<file path="config.mk">
export PLATFORM = sky130hd
export DESIGN_NAME = asc_delay
export DESIGN_NICKNAME = d
export VERILOG_FILES = /design/src/sv/asc_delay.sv
export SDC_FILE = /design/constraint.sdc
export NUM_CORES = 1
export LEC_CHECK = 0
export BUFFER_PORTS_ARGS = -buffer_cell sky130_fd_sc_hd__buf_2
export CORE_ASPECT_RATIO = 1.25
export CORE_UTILIZATION = 58
export CTS_CLUSTER_DIAMETER = 60
export DETAILED_ROUTE_END_ITERATION = 10
export GPL_TIMING_DRIVEN = 0
export HOLD_SLACK_MARGIN = 0.06
export PLACE_DENSITY = 0.77
export REMOVE_ABC_BUFFERS = 1
export SYNTH_ARGS = -nofsm -noshare
export SYNTH_HDL_FRONTEND = slang
export SYNTH_SLANG_ARGS = --single-unit
</file>
<file path="constraint.sdc">
create_clock -name i_clk -period 1.94 [get_ports i_clk]
set_input_delay 0.097 -clock i_clk [delete_from_list [all_inputs] [get_ports i_clk]]
set_output_delay 0.097 -clock i_clk [all_outputs]
set_load 0.01 [all_outputs]
</file>
<file path="src/sv/asc_delay.sv">
// Delay line that carries valid bits and side data next to an arithmetic unit.
// Uses no package items; instantiated by analog_stick_conditioner.
`timescale 1ns / 1ps
`default_nettype none

module asc_delay #(
    parameter int W     = 8,
    parameter int DEPTH = 4
) (
    input  logic         i_clk,
    input  logic         i_rst_n,
    input  logic         i_en,
    input  logic [W-1:0] i_d,
    output logic [W-1:0] o_q
);

    logic [W-1:0] r_pipe [DEPTH];

    // Advance the line; reset clears the valid bits it carries
    always_ff @(posedge i_clk) begin
        if (!i_rst_n) begin
            for (int k = 0; k < DEPTH; k++) r_pipe[k] <= '0;
        end else if (i_en) begin
            r_pipe[0] <= i_d;
            for (int k = 1; k < DEPTH; k++) r_pipe[k] <= r_pipe[k-1];
        end
    end

    assign o_q = r_pipe[DEPTH-1];

endmodule

`default_nettype wire

</file>
==> results_dict.tcl <==
set metrics [dict create \
    syn_avg_cell_area_um2 17.4 \
    critPathArrivalTime_ps 1410 \
    num_rows 18 \
    rsz0062_at_grt "no" \
    met2WireLength_um 670 \
    seq_power_share_pct 66.7 \
    root_buffer "clkbuf_4" \
    routed_wl_um 1400 \
    grt-ovfl-total 0 \
    finalHoldViolCount 0 \
    synth_top_area_share_pct 77.6 \
    clkPwrFrac_pct 27.6 \
    via_per_inst 5.44 \
    synth_area_leader_cell "edfxtp_1" \
    tritoncts "yes" \
    fin_setup_tns_ps 0 \
    p_sw_w 0.000255 \
    min_period_over_period_pct 75.7 \
    async_flop_share_pct 0 \
    violations "DRC" \
    port_buffers 18 \
    antenna_found_initial 0 \
    path_cells "buf_2, or2b_1" \
    cp.required_ps 1880 \
    startpoint_type "input port" \
    reg2reg_depth 1 \
    pwr-share-comb_pct 5.6 \
    clkSlewWorstSetupHoldPaths_ps 90 \
    yosysUniqueCellTypes 5 \
    clockBufferDepth 2 \
    largest_reg_flops 32 \
    dieWidth_um 43.3 \
    ys_ff_latch 32 \
    crit_family "simple AND/OR/NAND/NOR gates" \
    hold_depth 2 \
    leakage_nw 0.636 \
    swShare_pct 20.8 \
    p_int_w 0.000972 \
    gr-usage-all-layers_pct 15.0 \
    ys_dominant_reg_cell "edfxtp_1" \
    synth.top_cells.by_area "edfxtp_1, and3_2, buf_2" \
    ys_warn_count 0 \
    setup_ws_ps 472 \
    grt_pass1_vias 543 \
    clock_sinks 32 \
    crit_fanout 33 \
    antenna_cells 0 \
    start_util_pct 61.8 \
    numCtsBuffers 5 \
    wl_per_cell_um 12.6 \
    die_h_um 53.7 \
    cts_hold_buf 0 \
    slowest_delay_ps 980 \
    core_mm2 0.00200 \
    crit_buf_inv 1 \
    wl_met3_um 84 \
    tightest_slew_ps 1220 \
    routabilityCongestion 0.639 \
    crit_type "input port to flip-flop" \
    num_vias 604 \
    grt_pass1_wl_um 2360 \
    place_inst 103 \
    die_area_mm2 0.00233 \
    drive_gt1_share_pct 62.6 \
    ys_seq_area_share_pct 77.6 \
    regMostFlops "r_pipe" \
    p_per_area_mw_per_mm2 892 \
    synth_edf_count 32 \
    synthToLayoutAreaGrowth_pct 11.0 \
    fin_nets 101 \
    drc 3 \
    cts_setup_buffers 0 \
    insertion_delay_ps 320 \
    m1WireLength_um 617 \
    grt_max_degree 34 \
    final_max_slew_viol_count 0 \
    maxUsedRoutingLayer "met4" \
    dp_slack_ps 96.0 \
    min_period_ps 1470 \
    syn_area_mm2 0.00124 \
    max_cap_violations 0 \
    worst-path-stages 2 \
    regArea_um2 961 \
    fmax_mhz 681 \
    ir_drop_v 0.000823 \
    synthTopCellsByCount "and3_2, edfxtp_1, buf_2, clkbuf_2, or2b_1" \
    cp-end-kind "flip-flop" \
    fin_skew_ps 9.12 \
    outcome "finished with violations" \
    top_regs "r_pipe (32)" \
    synth_cells 71 \
    postCtsResizedCells 0 \
    min_path_type "input port to flip-flop" \
    slew_headroom_pct 18.7 \
    fillers 135 \
    multi_input_area_um2 248 \
    drt_iter0_markers 19 \
    cpMaxStageDelayCell "or2b_1" \
    htree_levels 2 \
    setup_viol 0 \
    drt-pass1-iter-count 6 \
    pin_count 19 \
    ant_nets 0 \
    finalNonFillerCells 111 \
]
-- per-stage QoR --
step	util [%]	cell area (um^2)	hold WS, ps	total power, W
floorplan	-	1210	340	0.000867
detailed placement	66.0	1320	435	0.000905
finish	68.6	1380	112	0.00123
global route	68.6	1380	86.3	0.00129
CTS	68.6	1380	94.6	0.00124
global placement	66.0	1320	431	0.000899
-- power groups by stage --
stage	combinational (W)	clock (W)	sequential, W
floorplan	0.0000285	0	0.000838
global placement	0.0000665	0	0.000832
detailed placement	0.0000698	0	0.000835
CTS	0.0000700	0.000351	0.000819
global route	0.0000774	0.000385	0.000824
finish	0.0000693	0.000339	0.000819
-- final timing paths --
| check | from | to | slack [ps] |
|---|---|---|---|
| worst max-delay path | i_en | r_pipe[0][3] | 470 |
| worst min register to register | r_pipe[1][1] | r_pipe[2][1] | 570 |
| worst max register to register | r_pipe[0][7] | r_pipe[1][7] | 1120 |
| worst min-delay path | i_d[5] | r_pipe[0][5] | 110 |
-- layout by cell type (no fill, tap or decap) --
cell      instances
buf_2            18
or2b_1            1
clkinv_2          2
edfxtp_1         32
clkinv_1          1
and3_2           32
clkbuf_4          5
-- layout make-up --
type | instances | share of cell area [%]
flip-flops and latches | 32 | 69.9
clock buffers | 5 | 2.73
well taps | 20 | 1.82
repair buffers | 18 | 6.55
multi-input cells | 33 | 18.0
clock inverters | 3 | 1.00
-- layer usage --
layer  up-vias  GRT usage (%)
met4         0           6.25
li1        311              -
met3         4           8.05
met1       265           16.6
met5         -              0
met2        24           24.2
-- cell families (layout without fill, tap and decap cells) --
logic type,after synthesis,in the layout,share of synthesized area [%]
simple gates,33,33,20.0
flops,32,32,77.6
buf+inv,6,26,2.42
(Power assumes the default switching activity.)
