==> config.mk <==
export PLATFORM = sky130hd
export DESIGN_NAME = asc_sqrt
export DESIGN_NICKNAME = d
export VERILOG_FILES = /design/src/sv/asc_sqrt.sv
export SDC_FILE = /design/constraint.sdc
export NUM_CORES = 1
export LEC_CHECK = 0
export BUFFER_PORTS_ARGS = -buffer_cell sky130_fd_sc_hd__buf_2
export CORE_ASPECT_RATIO = 1.1
export CORE_UTILIZATION = 55
export CTS_CLUSTER_SIZE = 24
export DETAILED_ROUTE_END_ITERATION = 12
export GPL_TIMING_DRIVEN = 0
export PLACE_DENSITY = 0.81
export SLEW_MARGIN = 20
export SYNTH_ARGS = -nofsm -noshare
export SYNTH_HDL_FRONTEND = slang
export SYNTH_SLANG_ARGS = --single-unit
==> constraint.sdc <==
create_clock -name i_clk -period 3.9 [get_ports i_clk]
set_input_delay 0.78 -clock i_clk [delete_from_list [all_inputs] [get_ports i_clk]]
set_output_delay 0.78 -clock i_clk [all_outputs]
set_load 0.005 [all_outputs]
==> src/sv/asc_sqrt.sv <==
// Pipelined integer square root (floor), one root bit per register stage.
// Uses no package items; instantiated by analog_stick_conditioner.
`timescale 1ns / 1ps
`default_nettype none

module asc_sqrt #(
    parameter int RW = 16
) (
    input  logic            i_clk,
    input  logic            i_en,
    input  logic [2*RW-1:0] i_val,
    output logic [RW-1:0]   o_root
);

    localparam int IW = 2 * RW;

    logic [IW-1:0] w_rem_q  [RW];
    logic [RW-1:0] w_root_q [RW];

    for (genvar k = 0; k < RW; k++) begin : g_stage
        localparam int J = RW - 1 - k;
        logic [IW-1:0] w_rem;
        logic [RW-1:0] w_root;
        logic [IW-1:0] w_trial;
        logic          w_ge;
        logic [IW-1:0] r_rem;
        logic [RW-1:0] r_root;

        if (k == 0) begin : g_first
            assign w_rem  = i_val;
            assign w_root = '0;
        end else begin : g_next
            assign w_rem  = w_rem_q[k-1];
            assign w_root = w_root_q[k-1];
        end

        // Growth of the square when this root bit is set
        assign w_trial = (IW'(w_root) << (J + 1)) + (IW'(1) << (2 * J));
        assign w_ge    = w_rem >= w_trial;

        always_ff @(posedge i_clk) begin
            if (i_en) begin
                r_rem  <= w_ge ? w_rem - w_trial : w_rem;
                r_root <= w_root | (RW'(w_ge) << J);
            end
        end

        assign w_rem_q[k]  = r_rem;
        assign w_root_q[k] = r_root;
    end

    assign o_root = w_root_q[RW-1];

endmodule

`default_nettype wire

==> impl_metrics.csv, run 1 <==
group,metric,value,unit
synthesis,synth_edf_count,616,
synthesis,ys_seq_area_share,63.4,%
sta,fin_crit,3710,ps
placed_design,globalplace.congestion,0.911,
clock_network,insertion_delay,620,ps
critical_path,path_class,"flop to flop",
sta,setup-violations-final,0,
synthesis,syn_area,0.0292,mm^2
global_route,grt_overflow_total,0,
drt,wl_per_cell,18.3,um
clock_network,root_buffer,"clkbuf_16",
critical_path,crit_required,4250,ps
critical_path,r2r_slack,190,ps
synthesis,yosys_warnings,0,
critical_path,crit_fanout,10,
floorplanning,fp.dieW,222,um
synthesis,synth_compound_area_share,8.57,%
critical_path,r2r-start,"g_stage[10].r_rem[13]$_DFFE_PP_",
critical_path,end_kind,"flop",
sta,worstMarginPinSlew,1120,ps
power_and_ir_drop,ir_drop,0.393,mV
hold_path,min_to,"g_stage[0].r_rem[14]$_DFFE_PP_",
critical_path,r2r_cells,9,
sta,post-route-period-util,95.2,%
floorplanning,die_h,244,um
drt,drt-total-wl,57.2,mm
clock_network,clk_pin_slew,60,ps
final_layout,final_util,62.2,%
power_and_ir_drop,p_total,18.1,mW
hold_path,whs_path_depth,1,
floorplanning,start_util,55.7,%
drt,drt_first_pass_iters,5,
hold_path,min_from,"i_val[14]",
synthesis,ys_async_sr_fraction,0,%
final_layout,drive_gt1_share,7.93,%
sta,clock_skew,28.1,ps
final_layout,antennaDiodeCount,0,
run,drv_cap,0,
sta,fmax,0.269,GHz
sta,hold_viol_final,0,
clock_network,hold_buffers,0,
outcome,outcome,"finished, final reports clean",
final_layout,num-nets-final,2582,
power_and_ir_drop,leakage,12.3,nW
global_route,grt_pass1_vias,19100,
clock_network,cts_buffers,66,
global_route,antenna_found_initial,0,
synthesis,synth_xor_xnor_area_share,6.00,%
drt,num_vias,18200,
sta,fin_setup_tns,0,ps
clock_network,post_cts.repair.setup_buffers,0,
drt,vias_per_cell,5.82,
drt,drtIter0Drc,1095,
floorplanning,rows,88,
placed_design,place_inst,3005,
floorplanning,ios,50,
drt,ant_nets,0,
clock_network,numClockSinks,616,
global_route,grt_max_degree,110,
final_layout,fillers,3768,
hold_path,hold_class,"input pin to flop",
final_layout,stdcell_count,3122,
global_route,grt_usage,21.5,%
synthesis,yosys.area_share.simple,11.8,%
synthesis,synth_fa_ha_area_share,6.43,%
synthesis,synth_nets,2459,
synthesis,ys_ff_latch,616,
synthesis,synth_top_family_by_area,"simple AND/OR/NAND/NOR gates",
critical_path,r2r-end,"g_stage[11].r_rem[15]$_DFFE_PP_",
placed_design,dp_hpwl,41.5,mm
floorplanning,core,0.0524,mm^2
sta,slew_violations,0,
critical_path,crit_arrival,4060,ps
critical_path,startpoint_type,"flop",
synthesis,ys.flop_type,"edfxtp_1",
clock_network,clk_path_buf_depth,3,
placed_design,port_buffers,49,
clock_network,htree_levels,3,
synthesis,ys_types,68,
drt,drc,0,
synthesis,syn_inst,2275,
clock_network,cts_tree,"yes",
final_layout,area_growth,11.7,%
global_route,grt_pass1_wl,91.0,mm
power_and_ir_drop,p_per_area,555,mW/mm^2
sta,relSlewSlack,24.7,%
synthesis,synthMuxAreaShare,0.909,%
synthesis,synth_area_per_cell,12.8,um^2
sta,rsz0062_at_grt,"no",
floorplanning,dieArea,0.0540,mm^2
worst max-delay path, stage by stage (launching register included):
cell and delay [ps]:
edfxtp_1 410, ha_1 310, clkbuf_1 180, nand4_1 240, a211oi_1 90, nor3_1 770
o311a_1 550, inv_1 180, clkbuf_1 340, mux2_2 370
cell usage in the layout (no fill, tap or decap), drive strengths merged, types with 12 or more instances in the layout:
cell type and instances:
edfxtp 616, inv 182, ha 150, nor2 148
a21oi 143, nand2 130, clkbuf 112, o21ai 104
xnor2 100, xor2 100, nor4 74, nor3 72
buf 59, clkinv 33, a21o 29, nand3 29
nand4 29, nand2b 26, or3 25, o21a 22
mux2 20, nor2b 20, a211oi 17, nor3b 14
nor4b 13, a31oi 13, o211ai 13, or4 12
kinds of logic after synthesis:
group                    Yosys count
AO/OA/AOI/OAI                    408
XOR/XNOR                         200
multiplexers                      24
adder cells (fa/ha/maj)          150
buffers and inverters            220
AND/OR/NAND/NOR                  657
flip-flops                       616
worst max path at each step:
| stage | cells after the start | to | slack, ps | startpoint |
|---|---|---|---|---|
| floorplan | 8 | g_stage[11].r_rem[15]$_DFFE_PP_ | 980 | g_stage[10].r_rem[20]$_DFFE_PP_ |
| global placement | 1 | o_root[2]$_DFFE_PP_ | -6670 | i_en |
| detailed placement | 9 | g_stage[12].r_rem[27]$_DFFE_PP_ | -50 | g_stage[11].r_rem[17]$_DFFE_PP_ |
| CTS | 9 | g_stage[6].r_rem[23]$_DFFE_PP_ | 250 | g_stage[5].r_root[13]$_DFFE_PP_ |
| global route | 8 | g_stage[14].r_rem[17]$_DFFE_PP_ | 20 | g_stage[13].r_rem[22]$_DFFE_PP_ |
| finish | 9 | g_stage[11].r_rem[15]$_DFFE_PP_ | 190 | g_stage[10].r_rem[13]$_DFFE_PP_ |
synth_stat cells (all sizes together) (14+ instances only):
| cell type | n | area share [%] |
|---|---|---|
| a21o | 29 | 0.75 |
| nor3 | 72 | 1.2 |
| o21ai | 104 | 1.8 |
| nor2 | 148 | 1.9 |
| ha | 150 | 6.4 |
| nor3b | 14 | 0.36 |
| clkbuf | 36 | 0.46 |
| o21a | 22 | 0.57 |
| xor2 | 100 | 3.0 |
| nor4 | 74 | 1.6 |
| a211oi | 17 | 0.44 |
| nand2b | 26 | 0.56 |
| inv | 180 | 2.3 |
| nand2 | 130 | 1.7 |
| or3 | 25 | 0.54 |
| mux2 | 20 | 0.77 |
| nand3 | 29 | 0.50 |
| nor2b | 20 | 0.43 |
| xnor2 | 100 | 3.0 |
| edfxtp | 616 | 63 |
| nand4 | 29 | 0.62 |
| a21oi | 143 | 2.5 |
per-layer routing:
metal	wire (um)	vias to the layer above	global-route usage [%]
met4	3620	0	15.4
met2	33800	537	45.1
met3	2000	225	3.28
met5	0	-	0
li1	-	8762	-
met1	17800	8637	17.2
stage by stage:
step | setup WS, ps | hold slack [ps] | cell area (um^2)
after floorplan | 978 | 417 | 29200
after global placement | -6670 | 422 | 30300
after detailed placement | -51.9 | 430 | 30500
after CTS | 250 | 329 | 32600
after global routing | 16.3 | 340 | 32600
final | 187 | 349 | 32600
power breakdown:
part	leakage (nW)	internal, mW	switching, mW
clock network	1.04	3.52	2.58
logic	5.37	1.29	1.77
registers	5.90	8.36	0.569
timing repair:
item,in CTS,in global routing
pin swaps,0,0
resized for setup,1,3
endpoints found under the setup margin,1,4
cloned,0,0
flip-flops by register name, indices dropped and copies added (netlist names):
| signal | flops |
|---|---|
| g_stage.r_rem | 448 |
| g_stage.r_root | 110 |
| g_stage.w_rem | 32 |
| g_stage.w_root | 10 |
| o_root | 16 |
cell type report:
type	count	area [um^2]	share of cell area, %
clock inverter	41	412	1.26
multi-input combinational	1439	9870	30.3
clock buffer	76	1710	5.25
timing repair buffer	55	420	1.29
tap	675	845	2.59
buffer	40	168	0.514
sequential	616	18500	56.7
inverter	180	676	2.07
No activity file was read; power rests on OpenSTA's default activity.
==> run 2: changes to the inputs <==
--- a/config.mk
+++ b/config.mk
@@ -11,7 +11,7 @@
 export CTS_CLUSTER_SIZE = 24
 export DETAILED_ROUTE_END_ITERATION = 12
 export GPL_TIMING_DRIVEN = 0
-export PLACE_DENSITY = 0.81
+export PLACE_DENSITY = 0.67
 export SLEW_MARGIN = 20
 export SYNTH_ARGS = -nofsm -noshare
 export SYNTH_HDL_FRONTEND = slang
==> run 2 against run 1 <==
Non-clock buffer count fell by 1. Maximum frequency rose by 2.1%. Sequential share of layout area rose by 0.16 points.
==> impl_metrics.csv, run 2 (synthesis gave the netlist of run 1 again) <==
group,metric,value,unit
run,drv_cap,0,
final_layout,layout_commonest_cell,"edfxtp_1",
final_layout,fin_area,0.0325,mm^2
floorplanning,rows,88,
clock_network,htree_levels,3,
placed_design,port_buffers,49,
critical_path,crit_arrival,3980,ps
clock_network,hold_buffers,0,
placed_design,globalplace.congestion,0.947,
final_layout,fillers,3984,
drt,drc,0,
clock_network,insertion_delay,610,ps
placed_design,dp_slack,20.7,ps
final_layout,top_register,"g_stage.r_rem",
drt,vias_per_cell,5.76,
critical_path,crit_fanout,10,
global_route,grt_max_degree,116,
final_layout,num-nets-final,2581,
sta,worstMarginPinSlew,1040,ps
critical_path,crit_chain,"ha_1 -> clkbuf_1 -> nand4_1 -> a211oi_1 -> nor3_1 -> o311a_1 -> inv_1 -> clkbuf_1 -> mux2_2",
global_route,grt_pass1_vias,18600,
sta,post-route-period-util,93.3,%
sta,relSlewSlack,30.5,%
global_route,grt_overflow_total,0,
critical_path,worst_path_most_repeated_cell,"clkbuf_1",
floorplanning,start_util,55.7,%
power_and_ir_drop,p_total,17.9,mW
final_layout,antennaDiodeCount,0,
clock_network,cts_tree,"yes",
sta,hold_viol_final,0,
clock_network,clk_path_buf_depth,3,
power_and_ir_drop,ir_drop,0.369,mV
drt,num_vias,18000,
placed_design,dp_hpwl,42.5,mm
clock_network,root_buffer,"clkbuf_16",
critical_path,crit_slowest_cell,"clkbuf_1",
critical_path,path_buf_inv,3,
critical_path,end_kind,"flop",
hold_path,hold_class,"input pin to flop",
sta,clock_skew,22.2,ps
critical_path,worst-path-stages,9,
drt,drt-total-wl,57.5,mm
global_route,antenna_found_initial,0,
global_route,grt_pass1_wl,91.7,mm
hold_path,whs_path_depth,1,
sta,fin_crit,3640,ps
critical_path,r2r_cells,9,
sta,slew_violations,0,
clock_network,cts_buffers,66,
power_and_ir_drop,leakage,12.3,nW
final_layout,mostFrequentLayoutCells,"616 x edfxtp_1, 180 x inv_1, 150 x ha_1",
floorplanning,ios,50,
sta,worst_slack,262,ps
floorplanning,dieArea,0.0540,mm^2
drt,ant_nets,0,
critical_path,slowest_delay,500,ps
power_and_ir_drop,p_per_area,549,mW/mm^2
drt,drtIter0Drc,769,
sta,fmax,0.275,GHz
sta,setup-violations-final,0,
critical_path,startpoint_type,"flop",
floorplanning,core,0.0524,mm^2
clock_network,clk_pin_slew,60,ps
sta,fin_setup_tns,0,ps
clock_network,post_cts_resized,0,
drt,wl_per_cell,18.4,um
clock_network,post_cts.repair.setup_buffers,0,
outcome,outcome,"finished, final reports clean",
drt,drt_first_pass_iters,8,
critical_path,path_class,"flop to flop",
sta,rsz0062_at_grt,"no",
sta,whs,356,ps
critical_path,crit_required,4240,ps
clock_network,numClockSinks,616,
floorplanning,die_h,244,um
final_layout,drive_gt1_share,7.65,%
final_layout,area_growth,11.3,%
global_route,grt_usage,21.6,%
critical_path,cp_top_family,"buffers and inverters",
placed_design,postPlaceCellArea,0.0304,mm^2
floorplanning,fp.dieW,222,um
final_layout,largest_reg_flops,448,
==> run 2: cell types whose count changed in the layout (fill, tap and decap cells not counted), sizes merged <==
cell	before	now
buf	59	58
bufinv	5	2
clkbuf	112	118
clkinv	33	28
clkinvlp	1	2
inv	182	183
==> run 2: final cells by class <==
| cell class | count | area, um^2 | area share, % |
|---|---|---|---|
| Clock inverter | 35 | 307 | 0.943 |
| Timing Repair Buffer | 54 | 393 | 1.21 |
| Tap cell | 675 | 845 | 2.60 |
| Sequential cell | 616 | 18500 | 56.9 |
| Buffer | 40 | 168 | 0.516 |
| Clock buffer | 82 | 1750 | 5.40 |
| Inverter | 180 | 676 | 2.08 |
| Multi-Input combinational cell | 1439 | 9870 | 30.4 |
==> run 2: metal layers <==
metal,track usage (%),up-vias,share of wire (%)
met1,18.8,8678,33
met5,0,-,0
met4,9.78,0,3.4
li1,-,8771,-
met3,2.86,131,3.1
met2,46.7,398,61
==> run 2: worst paths after layout <==
check	start	end	slack [ps]
max	g_stage[10].r_rem[14]$_DFFE_PP_	g_stage[11].r_rem[18]$_DFFE_PP_	260
min	i_val[9]	g_stage[0].r_rem[9]$_DFFE_PP_	360
max reg2reg	g_stage[10].r_rem[14]$_DFFE_PP_	g_stage[11].r_rem[18]$_DFFE_PP_	260
min reg2reg	g_stage[2].r_rem[1]$_DFFE_PP_	g_stage[3].r_rem[1]$_DFFE_PP_	440
==> run 2: through the flow <==
stage	cells	util (%)
floorplan	2275	-
global placement	2999	57.8
detailed placement	3004	58.1
CTS	3121	62.0
global route	3121	62.0
finish	3121	62.0
==> run 2: report_power, final <==
part / switching, mW / internal (mW)
registers: 0.569 / 8.36
clock network: 2.56 / 3.37
logic: 1.71 / 1.28
total: 4.84 / 13.0
