===== config.mk =====
export PLATFORM = sky130hd
export DESIGN_NAME = asc_div
export DESIGN_NICKNAME = d
export VERILOG_FILES = /design/src/sv/asc_div.sv
export SDC_FILE = /design/constraint.sdc
export NUM_CORES = 1
export LEC_CHECK = 0
export BUFFER_PORTS_ARGS = -buffer_cell sky130_fd_sc_hd__buf_2
export CAP_MARGIN = 20
export CORE_ASPECT_RATIO = 0.5
export CORE_UTILIZATION = 50
export DETAILED_ROUTE_END_ITERATION = 10
export PLACE_DENSITY = 0.66
export SYNTH_ARGS = -nofsm -noshare
export SYNTH_HDL_FRONTEND = slang
export SYNTH_SLANG_ARGS = --single-unit

===== constraint.sdc =====
create_clock -name i_clk -period 3.8 [get_ports i_clk]
set_input_delay 0.19 -clock i_clk [delete_from_list [all_inputs] [get_ports i_clk]]
set_output_delay 0.19 -clock i_clk [all_outputs]
set_load 0.02 [all_outputs]

===== src/sv/asc_div.sv =====
// Pipelined restoring divider: one quotient bit per register stage.
// Uses no package items; instantiated by analog_stick_conditioner.
`timescale 1ns / 1ps
`default_nettype none

module asc_div #(
    parameter int NW = 24,
    parameter int DW = 12,
    parameter int QW = 12
) (
    input  logic          i_clk,
    input  logic          i_en,
    input  logic [NW-1:0] i_num,
    input  logic [DW-1:0] i_den,
    output logic [QW-1:0] o_quo
);

    localparam int WW = (NW > DW + QW) ? NW : DW + QW;

    logic [NW-1:0] w_rem_q [QW];
    logic [DW-1:0] w_den_q [QW];
    logic [QW-1:0] w_quo_q [QW];

    for (genvar k = 0; k < QW; k++) begin : g_stage
        localparam int B = QW - 1 - k;
        logic [NW-1:0] w_rem;
        logic [DW-1:0] w_den;
        logic [QW-1:0] w_quo;
        logic [WW-1:0] w_sh;
        logic          w_ge;
        logic [NW-1:0] r_rem;
        logic [DW-1:0] r_den;
        logic [QW-1:0] r_quo;

        // Take the operands from the port or from the stage before
        if (k == 0) begin : g_first
            assign w_rem = i_num;
            assign w_den = i_den;
            assign w_quo = '0;
        end else begin : g_next
            assign w_rem = w_rem_q[k-1];
            assign w_den = w_den_q[k-1];
            assign w_quo = w_quo_q[k-1];
        end

        // Try the shifted divisor against the partial remainder
        assign w_sh = WW'(w_den) << B;
        assign w_ge = WW'(w_rem) >= w_sh;

        always_ff @(posedge i_clk) begin
            if (i_en) begin
                r_rem <= w_ge ? NW'(WW'(w_rem) - w_sh) : w_rem;
                r_den <= w_den;
                r_quo <= w_quo | (QW'(w_ge) << B);
            end
        end

        assign w_rem_q[k] = r_rem;
        assign w_den_q[k] = r_den;
        assign w_quo_q[k] = r_quo;
    end

    assign o_quo = w_quo_q[QW-1];

endmodule

`default_nettype wire


==> key figures, run 1 <==
Synthesis
  – Share of flip-flops with an asynchronous set or reset: 0%
  – Syn Nets: between 2000 and 2500
  – Prevailing post-synth register cell: edfxtp_1
  – Avg Inst Size Synth: about 12 um2
  – Cell area after technology mapping: ~24000 um2
  – Syn. warnings: 0
  – Cells after Synth: 1951
  – Post-synth EDFFs: 474
  – Distinct cell type count after synthesis: 70
  – Seq cells post-synth: between 400 and 500
  – Register area share after synthesis: around three fifths

Timing
  – Slew headroom: between 40% and 50%
  – Setup_tns: 0 ns
  – Worst-margin pin slew: 0.889 ns
  – Tcrit/Tclk final: between 80% and 90%
  – Final hold violations: 0
  – Pins Over Slew Limit: 0
  – Clock skew: between 0.015 and 0.02 ns
  – Max frequency: 0.306 GHz
  – Hold Slack: approximately 0.067 ns
  – Fin worst setup slack: 0.532 ns
  – Tmin final: 3.27 ns
  – Final setup fails: 0
  – RSZ-0062 raised after global routing: no

Global routing
  – Initial antenna violation count: 0
  – Largest net degree at the start of global routing: around 120
  – First-pass GRT wire length: a little under 70000 um
  – Vias in the first global route: 14500
  – All-Layer GR Usage: 16.8%
  – Total grt overflow: 0

Worst setup path
  – Critical path launch point: g_stage[8].r_rem[2]
  – Arr. time, crit path: between 3 and 4 ns
  – Crit-path slowest cell: a221oi_1
  – CP dominant cell by count: inv_1
  – Crit-path cells: inv_1 > ha_1 > inv_1 > fa_1 > a21o_1 > a221oi_1 > o21bai_1 > a31oi_1 > nor4_1 > nor4b_1 > xor2_1
  – Crit path kind: reg -> reg
  – CP top delay family: compound AO/OA/AOI/OAI gates
  – Reg2reg end: g_stage[10].w_rem[20]
  – Critical path startpoint category: flop
  – CP Max Fanout: 4
  – R2R cell count: 11
  – Critical path buffers and inverters: 2
  – R2r startpoint: g_stage[8].r_rem[2]
  – CP Data Required Time: about 4.1 ns
  – CP max stage delay: approximately 0.65 ns
  – Crit end category: flop
  – Reg2Reg Setup Slack: around 0.53 ns

Floorplan
  – Die area: slightly below 50000 um2
  – Row cnt: 56
  – Die Width: 312 um
  – CORE AREA: 47100 um2
  – Io pins: 50
  – Starting Density: 51.0%
  – Die extent in y: 157 um

Cells and area
  – Most common cell after layout, fill and taps aside: edfxtp_1
  – Nets: approximately 2300
  – Layout cells sized above 1: under 10%
  – N_diodes: 0
  – Fill count: about 4000
  – Area grow syn2layout: 11.2%
  – Most frequent cells in the layout: 474 x edfxtp_1, 181 x inv_1, 144 x ha_1, 141 x a21oi_1, 129 x nor2_1

Placement
  – Dpl hpwl: ~29000 um
  – Pre-CTS setup slack: 0.539 ns
  – RD Place Congestion: between 0.8 and 0.9
  – Port Buffers: slightly below 50

Hold path
  – WHS Path Cells: 3
  – Hold Path Origin: i_num[21]
  – Hold Path End: g_stage[0].r_rem[21]
  – Hold/Removal Path Class: in -> reg

Route
  – DRT Wirelength: between 40000 and 50000 um
  – Final ANT Viol Nets: 0
  – Drc violations: 0
  – Pre-Repair DR Iteration Count: 7
  – DR iter-0 viols: roughly 760
  – Post-DR vias/cell: ~5.3
  – Routed len/inst: 14.8 um
  – DR vias: approximately 15000

Clock tree
  – CTS sink cnt: approximately 470
  – PostCTS Resize Cnt: 0
  – Inserted Clock Buffers: 43
  – Clock root cell: clkbuf_16
  – Clk slew on worst S/H paths: ~0.06 ns
  – Clk Latency, worst-skew pair: 0.57 ns
  – Max Root-Sink Buffers: 3
  – CTS tree: yes
  – Setup bufs post-CTS: 0
  – H-Tree Depth: 2

Run
  – Max cap viols: 0

Outcome
  – Status: complete, no violations

Power and ir drop
  – Peak supply drop: just under 0.4 mV
  – Lkg Pwr: between 10 and 15 nW
  – Power Density: 641 nW/um2
cells by family after synthesis:
family / share of synthesized area, %
simple gates: 10.7
buf+inv: 3.51
mux: 1.50
compound gates: 11.2
flops: 59.3
xor+xnor: 5.36
fa+ha+maj: 8.42
registers in the layout, indices dropped and copies added (netlist names):
| register | flops |
|---|---|
| g_stage.r_rem | 240 |
| g_stage.r_den | 120 |
| g_stage.r_quo | 56 |
| g_stage.w_rem | 24 |
| g_stage.w_den | 12 |
| o_quo | 12 |
| g_stage.w_quo | 10 |
cell type report:
| cell class | count | area (um2) | area share [%] |
|---|---|---|---|
| well taps | 638 | 798 | 2.99 |
| repair buffers | 104 | 793 | 2.97 |
| flip-flops and latches | 474 | 14200 | 53.3 |
| inverters | 183 | 687 | 2.57 |
| multi-input cells | 1260 | 8930 | 33.5 |
| clock inverters | 17 | 121 | 0.455 |
| clock buffers | 55 | 1120 | 4.20 |
metal layers:
metal / global-route usage (%) / share of wire (%) / vias to the layer above
met5: 0 / 0 / -
met2: 30.0 / 48 / 219
li1: - / - / 7477
met1: 20.6 / 46 / 6798
met4: 6.49 / 3.6 / 0
met3: 2.73 / 3.1 / 101
worst max path at each step:
stage	cells after the start	end
after CTS	11	g_stage[10].w_rem[20]
after global placement	11	g_stage[6].r_rem[21]
after detailed placement	11	g_stage[10].w_rem[20]
after floorplan	9	g_stage[10].r_rem[15]
final	11	g_stage[10].w_rem[20]
after global routing	11	g_stage[6].r_rem[23]
cell usage after synthesis (8+ instances only):
cell type	instances	area share, %
nand2b_1	21	0.55
o31a_1	10	0.36
xor2_1	72	2.6
nand3b_1	8	0.25
a31oi_1	13	0.34
clkbuf_1	29	0.45
mux2_2	31	1.5
a21oi_1	142	3.0
o21ai_0	99	2.1
and3_1	8	0.21
nor2b_1	25	0.65
or3_1	16	0.42
nor4_1	26	0.68
edfxtp_1	474	59
inv_1	181	2.8
nand4b_1	16	0.58
o21a_1	24	0.75
or2_2	12	0.31
a211oi_1	21	0.66
a21o_1	41	1.3
nand2_1	107	1.7
nor4b_1	12	0.44
nor2_1	129	2.0
xnor2_1	75	2.7
ha_1	144	7.5
nand4_1	17	0.44
nor3_1	38	0.79
nand3_1	28	0.58
o31ai_1	18	0.56
fa_1	11	0.92
where the power goes:
group          switching, mW  total, mW  leakage (nW)  internal, mW
combinational           2.90       5.33          5.01          2.43
clock                   1.84       3.94         0.603          2.10
sequential             0.635       7.83          4.56          7.20
worst register-to-register path, stage by stage (launching register included):
cell and delay, ns:
edfxtp_1 0.38, inv_1 0.07, ha_1 0.15, inv_1 0.05, fa_1 0.39, a21o_1 0.21
a221oi_1 0.65, o21bai_1 0.23, a31oi_1 0.33, nor4_1 0.09, nor4b_1 0.32, xor2_1 0.11
metrics by stage:
stage | power, mW | utilization [%] | area, um2 | instances
global route | 18.2 | 56.7 | 26700 | 2731
detailed placement | 13.2 | 53.3 | 25100 | 2624
CTS | 17.2 | 56.7 | 26700 | 2731
finish | 17.1 | 56.7 | 26700 | 2731
global placement | 13.1 | 53.3 | 25100 | 2624
floorplan | 11.9 | - | 24000 | 1951
timing repair:
| action | in CTS | in global routing |
|---|---|---|
| endpoints found under the setup margin | 0 | 0 |
| hold buffers | 35 | 0 |
| endpoints found under the hold margin | 35 | 0 |
Power figures use the tool's default switching activity.
==> run 2: changes to the inputs <==
Settings changed: CORE_UTILIZATION 50 to 45, PLACE_DENSITY 0.66 to default.
==> run 2 against run 1 <==
Against the previous run:
- wire length about the same
- utilization decreased by 5.2 points
- final area increased by 1.0%
- clock-buffer cell count decreased by 3
- sequential share of layout area decreased by 0.53 points
- the flow now finishes with violations (DRC)
- clock skew decreased by 0.0089 ns
==> key figures, run 2 (synthesis gave the netlist of run 1 again) <==
Worst setup path
  – Arr. time, crit path: 3.61 ns (+0.06 ns)
  – Crit-path slowest cell: o41ai_1
  – Crit path kind: reg -> reg
  – CP max stage delay: 0.52 ns (-0.13 ns)
  – Critical path buffers and inverters: 2 (unchanged)
  – Critical path startpoint category: flop
  – Crit end category: flop
  – CP Max Fanout: 5 (+1)
  – CP Data Required Time: 4.10 ns (+0.02 ns)
  – Crit-path cells: inv_1 > ha_1 > inv_1 > fa_1 > a211oi_1 > o21ai_0 > o41ai_1 > a21oi_1 > o21ai_0 > nor4b_1 > xor2_1
  – CP top delay family: compound AO/OA/AOI/OAI gates

Clock tree
  – Clk slew on worst S/H paths: 0.06 ns (about the same)
  – Clk Latency, worst-skew pair: 0.57 ns (about the same)
  – Max Root-Sink Buffers: 3 (unchanged)
  – CTS sink cnt: 474 (unchanged)
  – CTS tree: yes
  – Inserted Clock Buffers: 45 (+4.7%)
  – PostCTS Resize Cnt: 0 (unchanged)
  – Setup bufs post-CTS: 0 (unchanged)
  – Clock root cell: clkbuf_16
  – H-Tree Depth: 2 (unchanged)

Floorplan
  – Starting Density: 45.9% (-5.1 points)
  – Io pins: 50 (unchanged)
  – Die Width: 329 um (+5.4%)
  – CORE AREA: 52300 um2 (+11%)
  – Die extent in y: 165 um (+5.3%)
  – Die area: 54300 um2 (+11%)
  – Row cnt: 59 (+5.4%)

Cells and area
  – Most common cell after layout, fill and taps aside: edfxtp_1
  – Max reg flops: 240 (unchanged)
  – Multi-input logic area: 8930 um2 (unchanged)
  – Most frequent cells in the layout: 474 x edfxtp_1, 181 x inv_1, 144 x ha_1, 141 x a21oi_1, 129 x nor2_1
  – Register Area: 14200 um2 (unchanged)
  – Biggest register: g_stage.r_rem
  – Area grow syn2layout: 12.3%
  – N_diodes: 0 (unchanged)
  – Nets: 2267 (+0.35%)
  – Design Area, Final: 27000 um2 (+1.0%)
  – Regs by FF count: g_stage.r_rem (240), g_stage.r_den (120), g_stage.r_quo (56)
  – Fill count: 4520 (+16%)
  – Layout cells sized above 1: 9.44% (+0.55 points)

Placement
  – RD Place Congestion: 0.846 (-2.9%)
  – Port Buffers: 49 (unchanged)
  – Dpl hpwl: 29800 um (+1.2%)
  – Area post-placement: 25200 um2 (+0.54%)

Timing
  – Worst-margin pin slew: 0.895 ns (+0.00545 ns)
  – Final setup fails: 0 (unchanged)
  – Setup_tns: 0 ns (unchanged)
  – Max frequency: 0.303 GHz (-1.1%)
  – Tcrit/Tclk final: 87.0% (+0.95 points)
  – RSZ-0062 raised after global routing: no
  – Final hold violations: 0 (unchanged)
  – Pins Over Slew Limit: 0 (unchanged)
  – Slew headroom: 40.3% (-0.36 points)
  – Tmin final: 3.30 ns (+0.0363 ns)
  – Clock skew: 0.00913 ns (-0.00887 ns)

Route
  – DR iter-0 viols: 732 (-3.2%)
  – Post-DR vias/cell: 5.19 (-2.9%)
  – Final ANT Viol Nets: 0 (unchanged)
  – Pre-Repair DR Iteration Count: 10 (+3)
  – Drc violations: 3 (+3)
  – Routed len/inst: 14.4 um (-2.7%)
  – DRT Wirelength: 40500 um (about the same)
  – DR vias: 14600 (-0.062%)

Outcome
  – Failing checks: DRC
  – Status: complete, but fails checks

Global routing
  – Most Crowded Layer GR: met2
  – Largest net degree at the start of global routing: 109 (-6.0%)
  – First-pass GRT wire length: 67500 um (-0.89%)
  – GR Util met2: 27.0% (-3.0 points)
  – All-Layer GR Usage: 15.2% (-1.6 points)
  – Initial antenna violation count: 0 (unchanged)
  – Total grt overflow: 0 (unchanged)
  – Vias in the first global route: 14300 (-1.4%)
  – Met3 Use GR: 2.82% (+0.092 points)
  – M1 GR Usage: 18.7% (-1.9 points)

Power and ir drop
  – Combinational Power Share: 30.6% (-0.6 points)
  – Sequential Power Share: 45.1% (-0.7 points)
  – Lkg Pwr: 10.3 nW (+0.96%)
  – Int Power: 12.0 mW (+2.0%)
  – Peak supply drop: 0.337 mV (-15%)
  – P_sw: 5.41 mW (+0.56%)
  – Sw Share: 31.2% (-0.30 points)
  – Clock Power Share: 24.3% (+1.3 points)
  – Power Density: 644 nW/um2 (+0.52%)

Run
  – Max cap viols: 0 (unchanged)

Hold path
  – Hold/Removal Path Class: in -> reg
[run 2: changes by cell type in the layout (fill, tap and decap cells not counted)]
cell	change
buf_12	+1
buf_4	+5
bufinv_16	+2
clkbuf_1	-5
clkbuf_16	+2
clkinv_1	+8
clkinv_2	+1
clkinvlp_4	+1
inv_16	-1
inv_6	+1
inv_8	+1
[run 2: cell type report]
cell class	count	share of cell area, %
Sequential cell	474	52.8
Multi-Input combinational cell	1260	33.1
Clock buffer	52	4.27
Tap cell	701	3.25
Timing Repair Buffer	110	3.16
Inverter	183	2.55
Clock inverter	30	0.831
[run 2: repair_timing]
item | CTS | global route
hold endpoints to repair | 35 | 0
setup endpoints to repair | 0 | 0
hold buffers | 35 | 0
[run 2: final timing paths]
kind | start | endpoint | slack, ns | depth (start not counted)
max reg2reg | g_stage[5].r_rem[5] | g_stage[6].r_rem[21] | 0.50 | 11
min reg2reg | g_stage[5].r_quo[10] | g_stage[6].r_quo[10] | 0.42 | 0
max | g_stage[5].r_rem[5] | g_stage[6].r_rem[21] | 0.50 | 11
min | i_num[21] | g_stage[0].r_rem[21] | 0.04 | 3
[run 2: worst min-delay path, stage by stage]
cell     delay (ns)
buf_2          0.09
nor2_1         0.04
a31oi_1        0.16
[run 2: per-stage QoR]
step                      utilization, %  worst slack [ns]  hold slack (ns)  power [mW]  std cells
after floorplan                        -             0.832            0.289        11.9       1951
after global placement              48.2             0.559            0.385        13.1       2693
after detailed placement            48.2             0.504            0.385        13.2       2693
after CTS                           51.5             0.502          0.00531        17.5       2810
after global routing                51.5             0.211           0.0392        18.5       2810
final                               51.5             0.496           0.0366        17.4       2810
[run 2: power by group through the flow]
stage | logic, mW | registers [mW] | clock network (mW)
after floorplan | 4.21 | 7.71 | 0
after global placement | 5.18 | 7.94 | 0
after detailed placement | 5.27 | 7.93 | 0
after CTS | 5.33 | 7.82 | 4.38
after global routing | 6.02 | 7.94 | 4.56
final | 5.32 | 7.83 | 4.22
[run 2: metal layers]
metal / routed length (um) / share of wire (%) / vias to the layer above
li1: - / - / 7503
met1: 18700 / 46 / 6750
met4: 1020 / 2.5 / 0
met5: 0 / 0 / -
met2: 19300 / 48 / 257
met3: 1440 / 3.6 / 76
